### src/mvaa_pkg.sv
package mvaa_pkg;

    localparam int VERTEX_COUNT = 1024;
    localparam int IDX_W        = $clog2(VERTEX_COUNT);
    localparam int COORD_W      = 24;
    localparam int POS_W        = 3 * COORD_W;
    localparam int AREA_W       = 56;
    localparam int DIFF_W       = COORD_W + 1;
    localparam int W_W          = 2 * DIFF_W + 1;
    localparam int ACC_W        = 2 * W_W + 2;
    localparam int ROOT_W       = ACC_W / 2;
    localparam int REM_W        = ROOT_W + 4;
    localparam int MUL_STEPS    = W_W;
    localparam int SQ_STEPS     = ROOT_W;
    localparam int CNT_W        = $clog2(ROOT_W + 1);
    localparam int RCP_SHIFT    = 51;
    localparam logic [W_W-1:0] RCP_MUL = W_W'(((64'd1 << RCP_SHIFT) + 64'd1) / 64'd3);

    typedef enum logic [1:0] {
        KIND_LOAD = 2'd0,
        KIND_FACE = 2'd1,
        KIND_READ = 2'd2
    } t_kind;

    typedef enum logic [1:0] {
        VS_A   = 2'd0,
        VS_B   = 2'd1,
        VS_C   = 2'd2,
        VS_IDX = 2'd3
    } t_vsel;

    typedef enum logic [3:0] {
        MOP_UYVZ, MOP_UZVY, MOP_UZVX, MOP_UXVZ, MOP_UXVY, MOP_UYVX,
        MOP_SQX, MOP_SQY, MOP_SQZ, MOP_RCP
    } t_mop;

    typedef enum logic [3:0] {
        ST_IDLE, ST_FETCH_A, ST_FETCH_B, ST_FETCH_C, ST_FETCH_END,
        ST_MUL_LD, ST_MUL_RUN, ST_MUL_END, ST_SQ_LD, ST_SQ_RUN,
        ST_AREA_RD, ST_AREA_WR, ST_READ_ADDR, ST_READ_WAIT
    } t_state;

    typedef struct packed {
        logic  capture;
        logic  load;
        t_vsel vsel;
        logic  pos_latch_en;
        t_vsel pos_latch_sel;
        logic  mul_ld;
        logic  mul_clr;
        logic  mul_run;
        t_mop  mul_op;
        logic  w_store;
        logic  sq_ld;
        logic  sq_run;
        logic  quo_store;
        logic  area_wr;
        logic  out_load;
    } t_cmd;

    typedef struct packed {
        logic cnt_last;
        logic out_free;
    } t_sts;

endpackage

### src/mvaa_ctrl.sv
module mvaa_ctrl import mvaa_pkg::*; (
    input  logic       i_clk,
    input  logic       i_rst_n,
    input  logic       i_in_valid,
    input  logic [1:0] i_in_kind,
    input  t_sts       i_sts,
    output logic       o_in_ready,
    output t_cmd       o_cmd
);
    t_state r_state, n_state;
    t_mop   r_op, n_op;
    t_vsel  r_corner, n_corner;

    always_ff @(posedge i_clk) begin
        if (!i_rst_n) begin
            r_state  <= ST_IDLE;
            r_op     <= MOP_UYVZ;
            r_corner <= VS_A;
        end else begin
            r_state  <= n_state;
            r_op     <= n_op;
            r_corner <= n_corner;
        end
    end

    always_comb begin
        n_state    = r_state;
        n_op       = r_op;
        n_corner   = r_corner;
        o_in_ready = 1'b0;
        o_cmd      = '0;
        o_cmd.vsel   = VS_IDX;
        o_cmd.mul_op = r_op;
        unique case (r_state)
            ST_IDLE: begin
                o_in_ready = 1'b1;
                if (i_in_valid) begin
                    o_cmd.capture = 1'b1;
                    unique case (t_kind'(i_in_kind))
                        KIND_LOAD: o_cmd.load = 1'b1;
                        KIND_FACE: n_state = ST_FETCH_A;
                        KIND_READ: n_state = ST_READ_ADDR;
                        default:   n_state = ST_IDLE;
                    endcase
                end
            end
            ST_FETCH_A: begin
                o_cmd.vsel = VS_A;
                n_state    = ST_FETCH_B;
            end
            ST_FETCH_B: begin
                o_cmd.vsel          = VS_B;
                o_cmd.pos_latch_en  = 1'b1;
                o_cmd.pos_latch_sel = VS_A;
                n_state             = ST_FETCH_C;
            end
            ST_FETCH_C: begin
                o_cmd.vsel          = VS_C;
                o_cmd.pos_latch_en  = 1'b1;
                o_cmd.pos_latch_sel = VS_B;
                n_state             = ST_FETCH_END;
            end
            ST_FETCH_END: begin
                o_cmd.pos_latch_en  = 1'b1;
                o_cmd.pos_latch_sel = VS_C;
                n_op                = MOP_UYVZ;
                n_state             = ST_MUL_LD;
            end
            ST_MUL_LD: begin
                o_cmd.mul_ld  = 1'b1;
                o_cmd.mul_clr = (r_op == MOP_UYVZ) || (r_op == MOP_UZVX) ||
                                (r_op == MOP_UXVY) || (r_op == MOP_SQX) ||
                                (r_op == MOP_RCP);
                n_state       = ST_MUL_RUN;
            end
            ST_MUL_RUN: begin
                o_cmd.mul_run = 1'b1;
                if (i_sts.cnt_last) begin
                    n_state = ST_MUL_END;
                end
            end
            ST_MUL_END: begin
                if (r_op == MOP_RCP) begin
                    o_cmd.quo_store = 1'b1;
                    n_corner        = VS_A;
                    n_state         = ST_AREA_RD;
                end else begin
                    o_cmd.w_store = 1'b1;
                    if (r_op == MOP_SQZ) begin
                        n_state = ST_SQ_LD;
                    end else begin
                        n_op    = t_mop'(r_op + 4'd1);
                        n_state = ST_MUL_LD;
                    end
                end
            end
            ST_SQ_LD: begin
                o_cmd.sq_ld = 1'b1;
                n_state     = ST_SQ_RUN;
            end
            ST_SQ_RUN: begin
                o_cmd.sq_run = 1'b1;
                if (i_sts.cnt_last) begin
                    n_op    = MOP_RCP;
                    n_state = ST_MUL_LD;
                end
            end
            ST_AREA_RD: begin
                o_cmd.vsel = r_corner;
                n_state    = ST_AREA_WR;
            end
            ST_AREA_WR: begin
                o_cmd.vsel    = r_corner;
                o_cmd.area_wr = 1'b1;
                if (r_corner == VS_C) begin
                    n_state = ST_IDLE;
                end else begin
                    n_corner = t_vsel'(r_corner + 2'd1);
                    n_state  = ST_AREA_RD;
                end
            end
            ST_READ_ADDR: begin
                n_state = ST_READ_WAIT;
            end
            ST_READ_WAIT: begin
                if (i_sts.out_free) begin
                    o_cmd.out_load = 1'b1;
                    n_state        = ST_IDLE;
                end
            end
            default: n_state = ST_IDLE;
        endcase
    end
endmodule

### config.mk
export PLATFORM = sky130hd
export DESIGN_NAME = mvaa_ctrl
export DESIGN_NICKNAME = d
export VERILOG_FILES = /design/src/mvaa_pkg.sv /design/src/mvaa_ctrl.sv
export SDC_FILE = /design/constraint.sdc
export NUM_CORES = 1
export LEC_CHECK = 0
export CAP_MARGIN = 20
export CORE_MARGIN = 2
export CORE_UTILIZATION = 50
export DETAILED_ROUTE_END_ITERATION = 12
export DONT_BUFFER_PORTS = 1
export PLACE_DENSITY = 0.77
export SLEW_MARGIN = 20
export SYNTH_ARGS = -nofsm -noshare
export SYNTH_HDL_FRONTEND = slang
export SYNTH_SLANG_ARGS = --single-unit
### constraint.sdc
create_clock -name i_clk -period 1.63 [get_ports i_clk]
set_input_delay 0.326 -clock i_clk [delete_from_list [all_inputs] [get_ports i_clk]]
set_output_delay 0.326 -clock i_clk [all_outputs]
set_load 0.01 [all_outputs]
==> flow_summary.toml, run 1 <==
[run_status]
status = "did not finish"
lastStage = "5_1_grt"
tool.error = "[ERROR DPL-0033] detailed placement checks failed during check placement."

[clock_network]
clock-sinks = 10
cts_root_buf = "clkbuf_4"
clk_path_buf_depth = 2
cts_buffers = 3
h-tree-depth = 1

[logic_synthesis]
synth_top_family_by_area = "simple AND/OR/NAND/NOR gates"
synth_top_cell_area_share_pct = 20.4
synth_mux_area_share_pct = 2.29
synth_most_common_cell = "nor2_1"
synth_flop_cell = "dfxtp_1"
synth_common_cells = "nor2_1, dfxtp_1, o21ai_0, inv_1, nand2_1"
synthArstFlopShare_pct = 0
synth_area_leader_cell = "dfxtp_1"
synth_fa_ha_area_share_pct = 6.36
yosys.area_share.xor_xnor_pct = 0.891
syn-num-nets = 141
ys_seq_area_share_pct = 20.4
synthesis.area_um2 = 983
avgSynthCellArea_um2 = 7.62
synth-seq-cells = 10
synth-compound-area-share_pct = 27.9
synthTopCellsByArea = "dfxtp_1, ha_1, nor2_1, o21ai_0, o21a_1"
yosys_warnings = 0
yosys.area_share.simple_pct = 34.7
synth_cells = 129
synth-edff-count = 0
netlist-cell-type-count = 44

[die]
num_io_pins = 28
die_w_um = 48.4
num_rows = 16
die_h_um = 48.4
start_util_pct = 51.7

[placement]
dp_hpwl_um = 2060
place_congestion = 0.901
dpl_worst_slack_ps = 0.961
numPortBuffers = 0

[timing]
postGrtWorstEndpoint = "o_cmd[18]"
worstEpCategory = "primary output"

[grt]
grt_max_degree = 14
antenna_found_initial = 0
-- per-stage QoR --
step | instance area [um^2] | instances
4_1_cts | 1490 | 197
3_5_place_dp | 1230 | 179
2_1_floorplan | 1010 | 129
3_3_place_gp | 1230 | 179
-- cells by family after synthesis --
| logic type | after synthesis |
|---|---|
| muxes | 2 |
| and+or+nand+nor | 57 |
| adders and majority gates | 5 |
| xor gates and xnor gates | 1 |
| DFF | 10 |
| buffers and inverters | 17 |
| AOI/OAI and AO/OA | 37 |
-- repair_timing --
item | 4_1_cts
pin swaps | 9
resized for setup | 39
setup endpoints to repair | 17
setup buffers | 15
hold buffers | 0
==> run 2, diff against run 1 <==
Settings changed: CORE_AREA set to 2 2 63 65, CORE_MARGIN 2 to unset, CORE_UTILIZATION 50 to unset, DIE_AREA set to 0 0 65 67, PLACE_DENSITY 0.77 to unset, PLACE_DENSITY_LB_ADDON set to 0.15.
Clock period 1.63 ns to 2.1 ns, I/O delays scaled along.
==> run 2 against run 1 <==
Against the previous run:
- the run now ends clean
- synthesized cell count unchanged
- area after synthesis unchanged
==> flow_summary.toml, run 2 <==
[logic_synthesis]
synth_mux_area_share_pct = 2.29
netlist-cell-type-count = 44
synth-compound-area-share_pct = 27.9
synth_area_leader_cell = "dfxtp_1"
synthTopCellsByArea = "dfxtp_1, ha_1, nor2_1, o21ai_0, o21a_1"
yosys.area_share.xor_xnor_pct = 0.891
yosys.area_share.simple_pct = 34.7
syn-num-nets = 141
synthesis.area_um2 = 983
yosys_warnings = 0
synth-edff-count = 0
synth_top_family_by_area = "simple AND/OR/NAND/NOR gates"
ys_seq_area_share_pct = 20.4
synth_cells = 129
synth_flop_cell = "dfxtp_1"
synth-seq-cells = 10
avgSynthCellArea_um2 = 7.62
synth_fa_ha_area_share_pct = 6.36
synth_common_cells = "nor2_1, dfxtp_1, o21ai_0, inv_1, nand2_1"
synthArstFlopShare_pct = 0
synth_most_common_cell = "nor2_1"
synth_top_cell_area_share_pct = 20.4

[setup_path]
worstSetupEndpointType = "output port"
start_kind = "flop"
worstPathRequired_ps = 1680
r2r_slack_ps = 270
critPathMaxFanout = 7
worst-setup-path-type = "flop to output port"
crit_arrival_ps = 1560

[clock_network]
h-tree-depth = 1
cts_tree = "done"
clock_latency_ps = 230
clock-sinks = 10
cts_setup_buffers = 0
clk_pin_slew_worst_paths_ps = 50
cts_buffers = 3
postCtsHoldBufs = 0
clk_path_buf_depth = 2
cts_root_buf = "clkbuf_8"

[finish]
area_growth_pct = 22.1
antenna_cells = 0
fin_area_um2 = 1200
instances_no_fill = 189
nets = 154
drive_gt1_share_pct = 24.1
reg_top3 = "r_op: 4 flops, r_state: 4 flops, r_corner: 2 flops"
mostFrequentLayoutCells = "nor2_1, buf_4, o21ai_0"

[timing]
maxSlewHeadroom_pct = 70.3
fin_skew_ps = 2.91
hold_violations = 0
fmax_mhz = 505
setup_viol = 0
worst_pin_slew_ps = 441
fin_tns_setup_ps = 0
min_period_over_period_pct = 94.3
fin_crit_ps = 1980
worst_slack_ps = 120
slew_violations = 0
rsz0062_at_grt = "no"

[placement]
place_congestion = 0.798
dpl_worst_slack_ps = 269
numPortBuffers = 0
dp_hpwl_um = 2100
place_area_um2 = 1120
placed_cells = 185

[routing]
wl_per_cell_um = 13.9
drtIter0Drc = 41
routed_wl_um = 2630
ant_nets = 0
vias = 955
drc = 0
via_per_inst = 5.05
drt_pass1_iterations = 4

[die]
die_h_um = 67
num_rows = 22
start_util_pct = 27.3
num_io_pins = 28
core_um2 = 3610
dieArea_um2 = 4360
die_w_um = 65

[power_and_ir_drop]
power_density_nw_per_um2 = 840
ir_drop_v = 0.000260
net-switching-power_w = 0.000393
p_seq_share_pct = 27.5
p_clk_share_pct = 23.9
finalPower_w = 0.00101
leakagePower_nw = 0.482
internal_power_w = 0.000616
switching_share_pct = 38.9
combPwrFrac_pct = 48.6

[grt]
grt_pass1_wl_um = 4090
grt_use_total_pct = 12.5
grt_overflow = 0
grt_max_degree = 14
grt_pass1_vias = 860
antenna_found_initial = 0

[min_path]
hold_class = "input port to flop"

[run]
cap_violations = 0

[run_status]
status = "finished, final reports clean"
[run 2: power by group through the flow]
stage / Combinational, W / Sequential, W / Clock [W]
6_report: 0.000491 / 0.000277 / 0.000241
5_1_grt: 0.000537 / 0.000285 / 0.000261
4_1_cts: 0.000479 / 0.000268 / 0.000254
3_5_place_dp: 0.000477 / 0.000272 / 0
3_3_place_gp: 0.000480 / 0.000272 / 0
2_1_floorplan: 0.000366 / 0.000237 / 0
[run 2: timing repair]
item                                    CTS  global route
endpoints found under the hold margin     0             0
endpoints found under the setup margin    0             1
resized for setup                         0             5
[run 2: cells by family after synthesis]
logic type | after synthesis
simple gates | 57
compound gates | 37
fa+ha+maj | 5
mux | 2
xor+xnor | 1
buf+inv | 17
flops | 10
[run 2: final timing paths]
check / from / to / cells past startpoint
worst max register to register: r_op[0] / r_op[2] / 6
worst max-delay path: r_state[2] / o_cmd[18] / 5
worst min register to register: r_corner[1] / r_corner[1] / 2
worst min-delay path: i_rst_n / r_state[3] / 1
[run 2: critical path: stages (launching register included)]
cell and delay [ps]:
dfxtp_1 380, buf_4 200, nor4_4 280, and2_1 170, nor3b_2 150, buf_4 140
[run 2: per-stage QoR]
step	hold WS, ps	utilization [%]
6_report	300	33.3
5_1_grt	292	33.3
3_3_place_gp	489	31.2
3_5_place_dp	507	31.2
2_1_floorplan	459	-
4_1_cts	299	32.7
[run 2: area by class of cell]
| type | instances | area (um^2) |
|---|---|---|
| Multi-Input combinational cell | 102 | 729 |
| Sequential cell | 10 | 203 |
| Clock buffer | 4 | 55.1 |
| Timing Repair Buffer | 16 | 120 |
| Inverter | 9 | 33.8 |
| Fill cell | 413 | 2400 |
| Tap cell | 48 | 60.1 |
[run 2: routing by layer]
metal	vias to the layer above	track usage [%]	routed length [um]
met3	4	4.22	210
li1	486	-	-
met4	0	5.59	32
met1	437	15.4	1220
met2	28	19.6	1160
met5	-	0	0
Power figures use the tool's default switching activity.
==> run 3, diff against run 2 <==
--- a/config.mk
+++ b/config.mk
@@ -11,5 +11,4 @@
 export DIE_AREA = 0 0 65 67
 export DONT_BUFFER_PORTS = 1
-export PLACE_DENSITY_LB_ADDON = 0.15
 export SLEW_MARGIN = 20
 export SYNTH_ARGS = -nofsm -noshare
==> constraint.sdc (replaced) <==
create_clock -name i_clk -period 2.1 [get_ports i_clk]
set_input_delay 0.42 -clock i_clk [delete_from_list [all_inputs] [get_ports i_clk]]
set_output_delay 0.42 -clock i_clk [all_outputs]
set_load 0.02 [all_outputs]
==> run 3 against run 2 <==
Against the previous run:
- flip-flop and latch count unchanged
- critical path depth unchanged
- count of clock-buffer cells in the layout unchanged
- final area up 0.73%
- die area unchanged
- register-to-register slack worse by 20 ps
- core utilization up 0.24 points
- via count up 2.1%
- largest cell class unchanged
- clock skew down 2.2 ps
- worst hold slack worse by 8.3 ps
- sequential share of layout area about the same
- global-route usage up 0.36 points
==> flow_summary.toml, run 3 (synthesis results as in run 2) <==
[die]
num_rows = 22
num_io_pins = 28
core_um2 = 3610
dieArea_um2 = 4360
die_w_um = 65
die_h_um = 67
start_util_pct = 27.3

[min_path]
whs_endpoint = "r_state[3]"
whs_path_depth = 1
hold_class = "input port to flop"
hold_path.startpoint = "i_rst_n"

[finish]
seqCellArea_um2 = 204
mostFrequentLayoutCells = "buf_4, nor2_1, o21ai_0"
antenna_cells = 0
num-fill-cells = 410
mostFrequentLayoutCell = "buf_4"
instances_no_fill = 190
reg_top3 = "r_op: 4 flops, r_state: 4 flops, r_corner: 2 flops"
area_growth_pct = 23.0
nets = 155
drive_gt1_share_pct = 25.4
multi_input_area_um2 = 729

[setup_path]
crit_arrival_ps = 1580
reg2reg_depth = 5
critPathLaunch = "r_state[2]"
r2r-end = "r_op[2]"
critPathMaxFanout = 13
worstPathRequired_ps = 1680
start_kind = "flop"
crit_chain = "buf_4, nor4_4, and2_1, nor3b_2, buf_4"
r2r-start = "r_state[2]"
worst_path_most_repeated_cell = "buf_4"
worst-setup-path-type = "flop to output port"
worstSetupEndpointType = "output port"
slowest_delay_ps = 540
r2r_slack_ps = 250
cp_slowest_cell = "dfxtp_1"

[clock_network]
cts_setup_buffers = 0
clk_path_buf_depth = 2
cts_buffers = 3
cts_root_buf = "clkbuf_8"
clock-sinks = 10
clock_latency_ps = 240
cts_tree = "done"
clk_pin_slew_worst_paths_ps = 50
h-tree-depth = 1

[routing]
ant_nets = 0
vias = 975
via_per_inst = 5.13
wl_per_cell_um = 13.5
drc = 0
routed_wl_um = 2570
drt_pass1_iterations = 4
drtIter0Drc = 65

[grt]
grt_pass1_vias = 930
grt_pass1_wl_um = 4360
busiest_layer = "met2"
grt_use_met1_pct = 15.9
grt_max_degree = 17
grt_use_total_pct = 12.9
antenna_found_initial = 0
globalRouteMet3Util_pct = 3.38
grt_overflow = 0
use_met2_pct = 21.0

[timing]
min_period_over_period_pct = 95.4
rsz0062_at_grt = "no"
hold_violations = 0
setup_viol = 0
fmax_mhz = 499
slew_violations = 0
fin_crit_ps = 2000
maxSlewHeadroom_pct = 70.6
worst_pin_slew_ps = 441
fin_skew_ps = 0.733
fin_tns_setup_ps = 0

[power_and_ir_drop]
ir_drop_v = 0.000238
power_density_nw_per_um2 = 878
leakagePower_nw = 0.489

[placement]
numPortBuffers = 0
place_congestion = 0.815
placed_cells = 186
dp_hpwl_um = 2040

[run_status]
status = "finished, final reports clean"

[run]
cap_violations = 0
## run 3: cell types whose count changed in the layout (fill, tap and decap cells not counted)
| cell | previous run | this run |
|---|---|---|
| buf_4 | 16 | 17 |
| dfxtp_1 | 8 | 7 |
| dfxtp_2 | 2 | 3 |
## run 3: cell type report
type | instances | area share, %
multi-input combinational | 102 | 60.3
clock buffer | 4 | 4.55
sequential | 10 | 16.9
inverter | 9 | 2.79
timing repair buffer | 17 | 10.5
tap | 48 | 4.96
## run 3: worst max path at each step
stage	end	cells after the start
after floorplan	o_cmd[18]	4
after global placement	r_op[2]	4
after detailed placement	r_op[1]	5
after CTS	o_cmd[18]	5
after global routing	o_cmd[18]	5
final	o_cmd[18]	5
## run 3: per-layer routing
layer | vias up | wire (um)
met3 | 5 | 221
met2 | 36 | 1100
met4 | 0 | 46
li1 | 495 | -
met1 | 439 | 1200
met5 | - | 0
## run 3: timing repair
item	in CTS	in global routing
setup endpoints to repair	0	6
gates resized for setup	0	3
hold buffers	0	0
## run 3: worst max-delay path, delay by kind of cell, from the launching register on
family,cells,cell delay [ps]
flip-flops,1,540
buffers and inverters,2,430
AND/OR/NAND/NOR,3,380
## run 3: through the flow
stage / power, W / utilization [%] / hold WS [ps] / worst slack, ps / area, um^2
2_1_floorplan: 0.000674 / - / 459 / 93.5 / 1000
3_3_place_gp: 0.000802 / 31.9 / 487 / 240 / 1150
3_5_place_dp: 0.000815 / 31.9 / 491 / 178 / 1150
4_1_cts: 0.00107 / 33.4 / 291 / 30.2 / 1210
5_1_grt: 0.00113 / 33.6 / 296 / 15.7 / 1210
6_report: 0.00106 / 33.6 / 292 / 95.7 / 1210
## run 3: where the power goes
group	switching, W	total (W)	internal, W
Clock	0.0000824	0.000248	0.000165
Sequential	0.0000715	0.000288	0.000216
Combinational	0.000295	0.000526	0.000231
==> run 4, diff against run 3 <==
Clock period 2.1 ns to 1.6 ns, I/O delays scaled along.
==> run 4 against run 3 <==
Against the previous run:
- the flow now finishes with violations (setup timing)
- global-route usage is 2.9 points higher
- critical endpoint unchanged
- critical path type unchanged
- register-to-register slack worse by 340 ps
- worst hold slack worse by 89 ps
- largest cell class unchanged
- routed wire length is 35% higher
- final area is 59% higher
- flip-flop and latch count stayed put
- critical path depth is 1 lower
- count of clock-buffer cells in the layout is 1 lower
- largest power group unchanged
- sequential share of layout area is 5.2 points lower
- clock power is 4% higher
- first-iteration DRC count is 42% lower
==> flow_summary.toml, run 4 (synthesis results as in run 2) <==
[min_path]
hold_class = "input port to flop"

[finish]
num-fill-cells = 309
drive_gt1_share_pct = 63.2
antenna_cells = 0
reg_top3 = "r_op: 4 flops, r_state: 4 flops, r_corner: 2 flops"
mostFrequentLayoutCells = "buf_4, buf_6, nor2_1"
mostFrequentLayoutCell = "buf_4"
area_growth_pct = 95.2
fin_area_um2 = 1920
multi_input_area_um2 = 958
nets = 198
post-route-util_pct = 53.2
instances_no_fill = 233
seqCellArea_um2 = 224

[setup_path]
start_kind = "flop"
crit_arrival_ps = 1450
worst-setup-path-type = "flop to output port"
crit_chain = "buf_6, nor4_4, and2_4, nor3b_4"
slowest_delay_ps = 350
r2r_slack_ps = -90
worstPathRequired_ps = 1280
reg2reg_depth = 8
cp_slowest_cell = "dfxtp_4"
worstSetupEndpointType = "output port"
critPathMaxFanout = 4
r2r-end = "r_op[1]"
r2r-start = "r_state[1]"
cp-endpoint = "o_cmd[18]"
critPathLaunch = "r_state[0]"

[run_status]
status = "finished, violations left"
violations = "setup timing"

[clock_network]
clock_latency_ps = 230
clock-sinks = 10
postCtsHoldBufs = 0
cts_tree = "done"
clk_pin_slew_worst_paths_ps = 50
cts_buffers = 3
h-tree-depth = 1
clk_path_buf_depth = 2
cts_root_buf = "clkbuf_8"

[die]
dieArea_um2 = 4360
num_rows = 22
num_io_pins = 28
die_w_um = 65
start_util_pct = 27.3
die_h_um = 67
core_um2 = 3610

[timing]
min_period_over_period_pct = 111
fin_crit_ps = 1770
worst_slack_ps = -170
slew_violations = 0
fin_skew_ps = 3.60
rsz0062_at_grt = "yes"
maxSlewHeadroom_pct = 79.3
fin_tns_setup_ps = -619
worst_pin_slew_ps = 308
setup_viol = 11
fmax_mhz = 565
hold_violations = 0

[grt]
grt_pass1_wl_um = 5330
globalRouteMet3Util_pct = 4.56
grt_overflow = 0
grt_use_total_pct = 15.7
antenna_found_initial = 0
grt_pass1_vias = 1185
grt_use_met1_pct = 15.9
use_met2_pct = 30.7
busiest_layer = "met2"
grt_max_degree = 14

[routing]
wl_per_cell_um = 14.9
ant_nets = 0
routed_wl_um = 3470
via_per_inst = 5.09
drt_pass1_iterations = 6
drtIter0Drc = 38
drc = 0
vias = 1187

[power_and_ir_drop]
leakagePower_nw = 0.784
finalPower_w = 0.00197
ir_drop_v = 0.000581
power_density_nw_per_um2 = 1030

[placement]
place_area_um2 = 1410
numPortBuffers = 0
place_congestion = 0.860
dp_hpwl_um = 2420
placed_cells = 214

[run]
cap_violations = 0
==> run 4: area by class of cell <==
type | count | area share (%)
sequential | 10 | 11.7
clock inverter | 1 | 0.196
tap | 48 | 3.13
multi-input combinational | 102 | 49.9
inverter | 9 | 2.22
clock buffer | 3 | 2.15
timing repair buffer | 60 | 30.7
==> run 4: how the worst min path moves through the flow <==
stage / from / end / slack [ps] / cells after the start
3_5_place_dp: i_rst_n / r_state[3] / 450 / 1
6_report: i_rst_n / r_state[0] / 200 / 1
4_1_cts: i_rst_n / r_state[3] / 200 / 1
5_1_grt: i_rst_n / r_state[3] / 210 / 1
2_1_floorplan: i_rst_n / r_state[0] / 440 / 1
3_3_place_gp: i_rst_n / r_state[3] / 450 / 1
==> run 4: what timing repair did <==
| action | 4_1_cts | 5_1_grt |
|---|---|---|
| pin swaps | 8 | 17 |
| setup endpoints to repair | 21 | 22 |
| setup buffers | 8 | 8 |
| resized for setup | 43 | 43 |
==> run 4: worst max-delay path, delay by kind of cell (launching register included) <==
family	cells	cell delay (ps)
and+or+nand+nor	3	760
DFF	1	350
buffers and inverters	1	110
==> run 4: metal layers <==
layer / routed length [um] / vias to the layer above
li1: - / 583
met1: 1320 / 556
met2: 1870 / 40
met3: 230 / 8
met4: 52 / 0
met5: 0 / -
==> run 4: report_power, final <==
part	internal, W	total [W]	switching [W]
logic	0.000720	0.00137	0.000655
clock network	0.000167	0.000258	0.0000905
registers	0.000292	0.000341	0.0000489
total	0.00118	0.00197	0.000794
==> run 4: metrics by stage <==
step | setup WS, ps | hold WS (ps)
floorplan | -166 | 438
global placement | -54.0 | 446
detailed placement | -107 | 452
CTS | -170 | 204
global route | -223 | 207
finish | -170 | 203
